===== src/sv/ovn_pkg.sv =====
// ----------------------------------------------------------------------------
// Octave value noise package
// Shared constants, codes and transfer types of the octave value noise unit.
// ----------------------------------------------------------------------------
package ovn_pkg;

  localparam int GRID_BITS = 8;
  localparam int GRID_SIDE = 1 << GRID_BITS;
  localparam int SEED_W    = 16;
  localparam int OCT_W     = 4;
  localparam int OCT_IDX_W = 3;
  localparam int OCT_MAX   = 8;
  localparam int ACC_W     = SEED_W + OCT_MAX;
  localparam int RAM_AW    = 2 * GRID_BITS;
  localparam int RAM_DEPTH = GRID_SIDE * GRID_SIDE;
  localparam int APB_AW    = 3;
  localparam int APB_DW    = 32;

  localparam logic [OCT_W-1:0]    OCT_RESET        = 4'd6;
  localparam logic [APB_AW-3:0]   REG_OCTAVE_COUNT = 1'b0;
  localparam logic                FUNC_LOAD        = 1'b0;
  localparam logic                FUNC_QUERY       = 1'b1;

  typedef enum logic {
    OP_LOAD,
    OP_QUERY
  } op_e;

  typedef enum logic {
    BK_IDLE,
    BK_QUERY
  } back_state_e;

  typedef struct packed {
    logic                 func;
    logic [GRID_BITS-1:0] pos_x;
    logic [GRID_BITS-1:0] pos_y;
    logic [SEED_W-1:0]    seed_value;
  } in_item_t;

  typedef struct packed {
    logic [SEED_W-1:0]    noise_value;
    logic [GRID_BITS-1:0] out_x;
    logic [GRID_BITS-1:0] out_y;
  } out_item_t;

  typedef struct packed {
    op_e                  op;
    logic [GRID_BITS-1:0] x;
    logic [GRID_BITS-1:0] y;
    logic [SEED_W-1:0]    seed;
    logic [OCT_W-1:0]     oct;
  } job_t;

  typedef struct packed {
    logic valid;
    job_t job;
  } q_push_t;

  typedef struct packed {
    logic valid;
    job_t job;
  } q_head_t;

endpackage


===== src/sv/ovn_queue.sv =====
// ----------------------------------------------------------------------------
// Octave value noise job queue
// Short FIFO of classified jobs between the front end and the engine.
// ----------------------------------------------------------------------------
module ovn_queue
  import ovn_pkg::*;
#(
  parameter int DEPTH = 2
) (
  input  logic    clk_i,
  input  logic    rst_ni,
  input  q_push_t push_i,
  output logic    ready_o,
  output q_head_t head_o,
  input  logic    pop_i
);

  localparam int PtrW = $clog2(DEPTH);
  localparam int CntW = $clog2(DEPTH + 1);

  job_t            mem_q [DEPTH];
  logic [PtrW-1:0] wr_ptr_q;
  logic [PtrW-1:0] rd_ptr_q;
  logic [CntW-1:0] count_q;
  logic            push;
  logic            pop;

  assign ready_o      = (count_q != CntW'(DEPTH));
  assign push         = push_i.valid && ready_o;
  assign pop          = pop_i && (count_q != '0);
  assign head_o.valid = (count_q != '0);
  assign head_o.job   = mem_q[rd_ptr_q];

  always_ff @(posedge clk_i) begin
    if (push) begin
      mem_q[wr_ptr_q] <= push_i.job;
    end
  end

  always_ff @(posedge clk_i or negedge rst_ni) begin
    if (!rst_ni) begin
      wr_ptr_q <= '0;
      rd_ptr_q <= '0;
      count_q  <= '0;
    end else begin
      if (push) begin
        wr_ptr_q <= (wr_ptr_q == PtrW'(DEPTH - 1)) ? '0 : wr_ptr_q + PtrW'(1);
      end
      if (pop) begin
        rd_ptr_q <= (rd_ptr_q == PtrW'(DEPTH - 1)) ? '0 : rd_ptr_q + PtrW'(1);
      end
      if (push && !pop) begin
        count_q <= count_q + CntW'(1);
      end else if (pop && !push) begin
        count_q <= count_q - CntW'(1);
      end
    end
  end

endmodule


===== config.mk =====
export PLATFORM = sky130hd
export DESIGN_NAME = ovn_queue
export DESIGN_NICKNAME = d
export VERILOG_FILES = /design/src/sv/ovn_pkg.sv /design/src/sv/ovn_queue.sv
export SDC_FILE = /design/constraint.sdc
export NUM_CORES = 1
export LEC_CHECK = 0
export ABC_AREA = 1
export BUFFER_PORTS_ARGS = -buffer_cell sky130_fd_sc_hd__buf_2
export CELL_PAD_IN_SITES_DETAIL_PLACEMENT = 1
export CELL_PAD_IN_SITES_GLOBAL_PLACEMENT = 2
export CORE_MARGIN = 2
export CORE_UTILIZATION = 34
export DETAILED_ROUTE_END_ITERATION = 16
export GPL_TIMING_DRIVEN = 1
export PLACE_DENSITY_LB_ADDON = 0.15
export SYNTH_ARGS = -nofsm -noshare
export SYNTH_HDL_FRONTEND = slang
export SYNTH_SLANG_ARGS = --single-unit
export TNS_END_PERCENT = 50

===== constraint.sdc =====
create_clock -name clk_i -period 3.62 [get_ports clk_i]
set_input_delay 0.724 -clock clk_i [delete_from_list [all_inputs] [get_ports clk_i]]
set_output_delay 0.724 -clock clk_i [all_outputs]
set_load 0.005 [all_outputs]

==> results of run 1 <==
-- through the flow --
| stage | hold slack (ns) | cell area, sq um | setup slack (ns) | util [%] | power, mW |
|---|---|---|---|---|---|
| floorplan | 0.428 | 2930 | 0.795 | - | 1.84 |
| CTS | 0.168 | 3620 | 1.22 | 43.7 | 2.90 |
| global route | 0.167 | 3620 | 1.12 | 43.7 | 3.05 |
| finish | 0.182 | 3620 | 1.29 | 43.7 | 2.85 |
| detailed placement | 0.484 | 3410 | 1.32 | 41.1 | 2.21 |
| global placement | 0.479 | 3410 | 1.34 | 41.1 | 2.19 |
-- worst max-delay path, stage by stage (launching register included) --
cell and delay [ns]:
dfrtp_1 0.40, inv_2 0.51, nand2_1 0.12, nand2_1 0.12, buf_2 0.11
-- worst max path at each step --
stage	endpoint	start	cells past startpoint	slack, ns
finish	head_o[31]	rd_ptr_q	4	1.29
global route	head_o[16]	rd_ptr_q	4	1.12
CTS	head_o[5]	rd_ptr_q	4	1.22
detailed placement	mem_q[1][25]	push_i[37]	3	1.32
global placement	mem_q[1][12]	push_i[37]	3	1.34
floorplan	mem_q[0][0]	push_i[37]	2	0.80
-- final cells by class --
class / instances / area share, %
Sequential cell: 78 / 64.1
Multi-Input combinational cell: 129 / 14.4
Timing Repair Buffer: 81 / 11.3
Tap cell: 105 / 3.62
Clock buffer: 9 / 3.42
Clock inverter: 7 / 2.42
Inverter: 7 / 0.725
-- power by group through the flow --
stage | Sequential (mW) | Clock [mW] | Combinational (mW)
6_report | 1.29 | 0.689 | 0.863
5_1_grt | 1.31 | 0.740 | 1.00
4_1_cts | 1.30 | 0.704 | 0.901
3_5_place_dp | 1.32 | 0 | 0.896
3_3_place_gp | 1.31 | 0 | 0.883
2_1_floorplan | 1.31 | 0 | 0.535
-- registers in the layout, indices dropped and copies added, names as in the netlist --
name and count:
mem_q 74, count_q 2, rd_ptr_q 1, wr_ptr_q 1
-- per-layer routing --
metal / GRT usage (%) / up-vias
li1: - / 909
met2: 21.4 / 51
met5: 0 / -
met4: 6.50 / 0
met1: 15.7 / 876
met3: 2.96 / 8
-- cells in the mapped netlist --
| master | n | share of area, % |
|---|---|---|
| nand4_1 | 1 | 0.21 |
| nor2_1 | 2 | 0.26 |
| nand2_1 | 121 | 16 |
| xor2_1 | 1 | 0.30 |
| inv_2 | 1 | 0.13 |
| ha_1 | 1 | 0.43 |
| buf_6 | 4 | 1.5 |
| xnor2_1 | 1 | 0.30 |
| inv_1 | 6 | 0.77 |
| buf_2 | 2 | 0.34 |
| nand3_1 | 2 | 0.34 |
| dfrtp_1 | 4 | 3.4 |
| edfxtp_1 | 74 | 76 |
| buf_4 | 2 | 0.51 |
-- placed cells by master, fill, tap and decap left out, types with 2 or more instances in the layout --
cell type | synthesis | layout
nand2_1 | 121 | 121
buf_2 | 2 | 79
edfxtp_1 | 74 | 74
clkbuf_8 | 0 | 9
inv_1 | 6 | 6
dfrtp_1 | 4 | 4
clkinv_1 | 0 | 3
nor2_4 | 0 | 2
nand3_1 | 2 | 2
bufinv_16 | 0 | 2
buf_4 | 2 | 2
-- kinds of logic after synthesis --
family | count (synthesis)
and+or+nand+nor | 126
DFF | 78
xor gates and xnor gates | 2
buffers and inverters | 15
adders and majority gates | 1
==> impl_metrics.tcl, run 1 <==
set metrics [dict create \
    clock-sinks 78 \
    num_vias 1844 \
    cts_tree "done" \
    p_seq_share_pct 45.4 \
    post_cts_buffers 0 \
    grt_pass1_wl_um 9110 \
    rrSetupSlack_ns 1.61 \
    dp_hpwl_um 3680 \
    grt_overflow_total 0 \
    worstPathRequired_ns 2.90 \
    initialDrtViolationCount 85 \
    regArea_sq_um 2320 \
    drtPass1Iterations 4 \
    clkSlewWorstSetupHoldPaths_ns 0.08 \
    rows 33 \
    power.share.clock_pct 24.2 \
    clockBufferDepth 2 \
    grt_pass1_vias 1903 \
    clk_latency_ns 0.34 \
    p_int_mw 1.93 \
    cp_data_arrival_time_ns 1.61 \
    drive_gt1_share_pct 31.2 \
    die_y_um 96.8 \
    crit_type "reg -> out" \
    areaGrowthSynthToFinish_pct 23.9 \
    post_drt_via_cell_ratio 4.43 \
    cts_made_buffers 9 \
    post_synth_fa_ha_maj_area_fraction_pct 0.428 \
    wl_per_cell_um 13.7 \
    postRouteWirelength_um 5710 \
    antenna_left 0 \
    crit_path_max_fanout 38 \
    root_buffer "clkbuf_8" \
    layout.cells.non_filler 416 \
    reg2regPathDepth 4 \
    ys_ff_latch 78 \
    io_buffers 79 \
    worst_slew_pin_slew_ns 1.12 \
    ir_drop_mv 0.301 \
    fmax_mhz 429 \
    finalSetupTns_ns 0 \
    power.switching_mw 0.920 \
    yosys.area_share.xor_xnor_pct 0.599 \
    start_util_pct 35.3 \
    antenna_found_initial 0 \
    grt_max_degree 39 \
    grt.total_usage_pct 12.9 \
    final_hold_viol_count 0 \
    place_inst 400 \
    synth_nets 264 \
    die_w_um 96.8 \
    avgSynthCellArea_sq_um 13.2 \
    ys_seq_area_share_pct 79.4 \
    multi_input_area_sq_um 523 \
    fin_crit_ns 2.33 \
    diodes 0 \
    swShare_pct 32.3 \
    worstHoldPathType "in -> async" \
    cp-start-kind "register" \
    slew_headroom_pct 25.1 \
    post_cts_resized 0 \
    core_sq_um 8300 \
    cts.htree.levels 3 \
    yosys_warnings 0 \
    drcViolationCount 0 \
    synth-simple-area-share_pct 16.3 \
    finalCritPeriodShare_pct 64.5 \
    reg2reg_to "mem_q[1][15]" \
    fill_cells 899 \
    syn_inst 222 \
    power_density_nw_per_um2 785 \
    setup_viol 0 \
    dr_wl_met3_um 299 \
    die-area_sq_um 9370 \
    p_leak_nw 1.58 \
    synth_compound_area_share_pct 0 \
    ctsHoldBuffers 0 \
    ios 80 \
    synthMuxAreaShare_pct 0 \
    highest_layer "met4" \
    synth_top_family_by_area "simple AND/OR/NAND/NOR gates" \
    place_congestion 0.665 \
    status "complete, no violations" \
    wl_met2_um 2820 \
    p_comb_share_pct 30.3 \
    finalMaxSlewViolations 0 \
    met1Wirelength_um 2500 \
    rr_startpoint "count_q[0]" \
    rsz0062_at_grt "no" \
    layout.nets 348 \
    synth_cell_type_count 14 \
    max_cap_violations 0 \
    netlist_area_sq_um 2930 \
    clock_skew_ns 0.00380 \
    crit_path_end_kind "output pin" \
]
Power figures use the tool's default switching activity.
==> run 2, diff against run 1 <==
Settings changed: ABC_AREA 1 to 0.
Clock period 3.62 ns to 2.05 ns, I/O delays scaled along.
==> impl_metrics.tcl, run 2 <==
set metrics [dict create \
    status "complete, no violations" \
    die_y_um 97.1 \
    start_util_pct 35.5 \
    place_inst 319 \
    layout_commonest_cell "buf_2" \
    synth_edf_count 74 \
    clock_skew_ns 0.00501 \
    clk_latency_ns 0.34 \
    die_w_um 97.1 \
    crit_type "reg -> out" \
    diodes 0 \
    rsz0062_at_grt "no" \
    post_cts_resized 0 \
    syn_inst 133 \
    slew_headroom_pct 78.4 \
    cts_tree "done" \
    grt.total_usage_pct 11.4 \
    antenna_left 0 \
    core_sq_um 8300 \
    ir_drop_mv 0.665 \
    synth_cell_type_count 15 \
    clock-sinks 78 \
    ys_seq_area_share_pct 78.8 \
    largest_reg_flops 74 \
    drcViolationCount 0 \
    io_buffers 79 \
    die-area_sq_um 9430 \
    crit_path_end_kind "output pin" \
    avgSynthCellArea_sq_um 22.2 \
    layout.nets 268 \
    initialDrtViolationCount 32 \
    layout.cells.non_filler 335 \
    cp-start-kind "register" \
    synth_ff_type "edfxtp_1" \
    reg2regPathDepth 6 \
    grt_max_degree 24 \
    synth_common_cells "edfxtp_1 (74), mux2_4 (20), mux2_2 (17), dfrtp_1 (4)" \
    power_density_nw_per_um2 1360 \
    synth_top_area_cell "edfxtp_1" \
    setup_viol 0 \
    ios 80 \
    clockBufferDepth 2 \
    synth.top_cell.area_share_pct 75.4 \
    wl_per_cell_um 15.4 \
    finalMaxSlewViolations 0 \
    root_buffer "clkbuf_8" \
    finalCritPeriodShare_pct 93.9 \
    post_cts_buffers 0 \
    clkSlewWorstSetupHoldPaths_ns 0.07 \
    yosys_warnings 0 \
    cp_data_arrival_time_ns 1.51 \
    cts_made_buffers 9 \
    ctsHoldBuffers 1 \
    min_delay_path_depth 1 \
    synth_nets 175 \
    postRouteWirelength_um 5170 \
    top_register "mem_q" \
    grt_pass1_wl_um 8110 \
    worstHoldPathType "in -> reg" \
    cts.htree.levels 3 \
    antenna_found_initial 0 \
    netlist_area_sq_um 2950 \
    crit_path_max_fanout 17 \
    place_congestion 0.692 \
    rows 33 \
    synth.area.top_cells "edfxtp_1 (75%), mux2_4 (10%), mux2_2 (6.5%)" \
    grt_overflow_total 0 \
    max_cap_violations 0 \
    layout_common_cells "buf_2 (79), edfxtp_1 (74), mux2_4 (20), mux2_2 (17), clkbuf_8 (9)" \
    finalSetupTns_ns 0 \
    num_vias 1496 \
    ys_ff_latch 78 \
    worstPathRequired_ns 1.64 \
    fin_crit_ns 1.92 \
    areaGrowthSynthToFinish_pct 26.0 \
    drtPass1Iterations 4 \
    worst_slew_pin_slew_ns 0.324 \
    drive_gt1_share_pct 60.0 \
    fmax_mhz 520 \
    yosysMostFrequentCell "edfxtp_1" \
    ys_async_sr_fraction_pct 5.13 \
    reg_top3 "mem_q x74, count_q x2" \
    final_hold_viol_count 0 \
    p_leak_nw 1.47 \
    dp_hpwl_um 3640 \
    post_drt_via_cell_ratio 4.47 \
    grt_pass1_vias 1642 \
]
-- run 2: critical path: stages, from the launching register on --
cell and delay, ns:
dfrtp_2 0.39, buf_4 0.28, mux2_2 0.38, buf_2 0.13
-- run 2: final timing paths --
path                             from     endpoint  slack [ns]
setup / recovery             rd_ptr_q   head_o[12]        0.13
hold reg to reg            count_q[1]   count_q[1]        0.50
max in group asynchronous      rst_ni     rd_ptr_q        1.50
min in group asynchronous      rst_ni   count_q[1]        0.42
setup reg to reg           count_q[0]   count_q[1]        0.43
hold / removal              push_i[7]  mem_q[0][7]        0.26
-- run 2: layer usage --
metal / wire length, um / GRT usage, % / part of all wire [%] / up-vias
li1: - / - / - / 699
met1: 2050 / 12.7 / 40 / 734
met2: 2710 / 19.4 / 53 / 53
met3: 312 / 4.17 / 6.0 / 10
met4: 92 / 5.53 / 1.8 / 0
met5: 0 / 0 / 0 / -
-- run 2: cell type report --
| cell class | instances | area (sq um) |
|---|---|---|
| Fill cell | 827 | 4590 |
| Sequential cell | 78 | 2320 |
| Multi-Input combinational cell | 50 | 591 |
| Timing Repair Buffer | 86 | 463 |
| Tap cell | 105 | 131 |
| Clock buffer | 9 | 124 |
| Clock inverter | 6 | 77.6 |
| Inverter | 1 | 3.75 |
-- run 2: metrics by stage --
| step | total power [mW] | utilization (%) | hold slack (ns) | instance area (sq um) | worst slack [ns] |
|---|---|---|---|---|---|
| after floorplan | 3.34 | - | 0.114 | 2950 | 0.0185 |
| after global placement | 3.90 | 42.2 | 0.221 | 3500 | 0.503 |
| after detailed placement | 3.97 | 42.2 | 0.222 | 3500 | 0.441 |
| after CTS | 5.16 | 44.7 | 0.232 | 3710 | 0.0872 |
| after global routing | 5.34 | 44.7 | 0.229 | 3710 | 0.0451 |
| final | 5.05 | 44.7 | 0.257 | 3710 | 0.126 |
-- run 2: report_power, final --
group	leakage (nW)	switching (mW)	internal, mW	total (mW)
logic	0.630	0.734	0.858	1.59
clock network	0.104	0.489	0.666	1.15
registers	0.733	0.117	2.19	2.30
-- run 2: cells by family after synthesis --
kind of cell / share of synthesized area, %
simple gates: 1.15
xor+xnor: 1.49
mux: 16.7
buf+inv: 1.44
fa+ha+maj: 0.425
flops: 78.8
==> run 3, diff against run 2 <==
Settings changed: PLACE_DENSITY_LB_ADDON 0.15 to 0.1.
==> impl_metrics.tcl, run 3 (synthesis gave the netlist of run 2 again) <==
set metrics [dict create \
    status "complete, no violations" \
    fin_crit_ns 1.89 \
    die_y_um 97.1 \
    drtPass1Iterations 4 \
    regArea_sq_um 2320 \
    grt_pass1_vias 1710 \
    p_seq_share_pct 47.6 \
    power.switching_mw 1.36 \
    start_util_pct 35.5 \
    reg_top3 "mem_q x74, count_q x2" \
    clk_latency_ns 0.33 \
    multi_input_area_sq_um 591 \
    layout_common_cells "buf_2 (79), edfxtp_1 (74), mux2_4 (20), mux2_2 (17), clkbuf_8 (9)" \
    use_met2_pct 20.9 \
    layout.nets 267 \
    cp_data_arrival_time_ns 1.48 \
    grt_util_met1_pct 11.9 \
    crit_buf_inv 2 \
    wl_per_cell_um 15.6 \
    antenna_left 0 \
    grt_pass1_wl_um 8330 \
    dp_hpwl_um 3640 \
    postRouteWirelength_um 5220 \
    power_density_nw_per_um2 1310 \
    crit_path_max_fanout 38 \
    drcViolationCount 0 \
    finalMaxSlewViolations 0 \
    post_drt_via_cell_ratio 4.47 \
    io_buffers 79 \
    ir_drop_mv 0.477 \
    worstHoldPathType "in -> reg" \
    worstPathRequired_ns 1.64 \
    cts.htree.levels 3 \
    num_vias 1498 \
    met3_usage_pct 4.32 \
    antenna_found_initial 0 \
    post_cts_buffers 0 \
    post_cts_resized 0 \
    final_hold_viol_count 0 \
    busiest_layer "met2" \
    finalHoldWorstSlack_ns 0.255 \
    p_int_mw 3.46 \
    p_comb_share_pct 32.6 \
    grt_overflow_total 0 \
    crit_path_end_kind "output pin" \
    critPathSlowestCell "dfrtp_2" \
    setup_viol 0 \
    rows 33 \
    finalSetupTns_ns 0 \
    finalCritPeriodShare_pct 92.1 \
    die-area_sq_um 9430 \
    grt_max_degree 39 \
    clockBufferDepth 2 \
    p_leak_nw 1.44 \
    clock-sinks 78 \
    crit_type "reg -> out" \
    die_w_um 97.1 \
    root_buffer "clkbuf_8" \
    power_mw 4.82 \
    power.share.clock_pct 19.8 \
    rsz0062_at_grt "no" \
    grt.total_usage_pct 11.6 \
    slew_headroom_pct 81.5 \
    layout_commonest_cell "buf_2" \
    clock_skew_ns 0.00447 \
    cts_made_buffers 9 \
    swShare_pct 28.3 \
    largest_reg_flops 74 \
    fmax_mhz 530 \
    critPathTopFamily "flip-flops" \
    drive_gt1_share_pct 60.0 \
    ios 80 \
    worst_slew_pin_slew_ns 0.278 \
    place_congestion 0.770 \
    cts_tree "done" \
    top_register "mem_q" \
    diodes 0 \
    path_cells "buf_12, mux2_2, buf_2" \
    core_sq_um 8300 \
    clkSlewWorstSetupHoldPaths_ns 0.08 \
    max_cap_violations 0 \
    cpPeakStageDelay_ns 0.37 \
    areaGrowthSynthToFinish_pct 24.5 \
    fill_cells 844 \
    initialDrtViolationCount 37 \
    cp-start-kind "register" \
]
run 3: power by group through the flow:
stage | logic, mW | clock network, mW | registers [mW]
after floorplan | 1.04 | 0 | 2.30
after global placement | 1.58 | 0 | 2.31
after detailed placement | 1.61 | 0 | 2.34
after global routing | 1.72 | 1.05 | 2.34
final | 1.57 | 0.955 | 2.30
after CTS | 1.62 | 1.00 | 2.30
run 3: layout make-up:
class	count	area share, %
repair buffers	85	12.4
flip-flops and latches	78	63.3
multi-input cells	50	16.1
clock inverters	7	1.13
clock buffers	9	3.38
well taps	105	3.58
inverters	1	0.102
run 3: repair_timing:
action                                 4_1_cts  5_1_grt
endpoints found under the hold margin        4        0
setup endpoints to repair                    0        0
hold buffers                                 1        0
run 3: worst paths after layout:
path	from	end	slack (ns)	depth (start not counted)
max in group asynchronous	rst_ni	rd_ptr_q	1.52	2
min reg2reg	count_q[1]	count_q[1]	0.51	1
max reg2reg	count_q[0]	count_q[1]	0.47	7
min	push_i[2]	mem_q[0][2]	0.25	1
min in group asynchronous	rst_ni	count_q[1]	0.40	2
max	rd_ptr_q	head_o[10]	0.16	3
run 3: worst register-to-register path, stage by stage (launching register included):
cell and delay [ns]:
dfrtp_1 0.43, nand2b_1 0.20, nand2_1 0.18, inv_1 0.08, ha_1 0.22, xor2_1 0.14, nor2_1 0.11, xor2_1 0.15
run 3: per-layer routing:
layer | wire length [um] | up-vias
met4 | 70 | 0
met1 | 1990 | 742
met3 | 311 | 7
met2 | 2850 | 51
met5 | 0 | -
li1 | - | 698
run 3: per-stage QoR:
step	setup slack (ns)	instance area (sq um)	utilization [%]	cells
finish	0.163	3670	44.2	335
global route	0.0851	3670	44.2	335
CTS	0.120	3670	44.2	335
detailed placement	0.481	3490	42.1	318
global placement	0.509	3490	42.1	318
floorplan	0.0185	2950	-	133
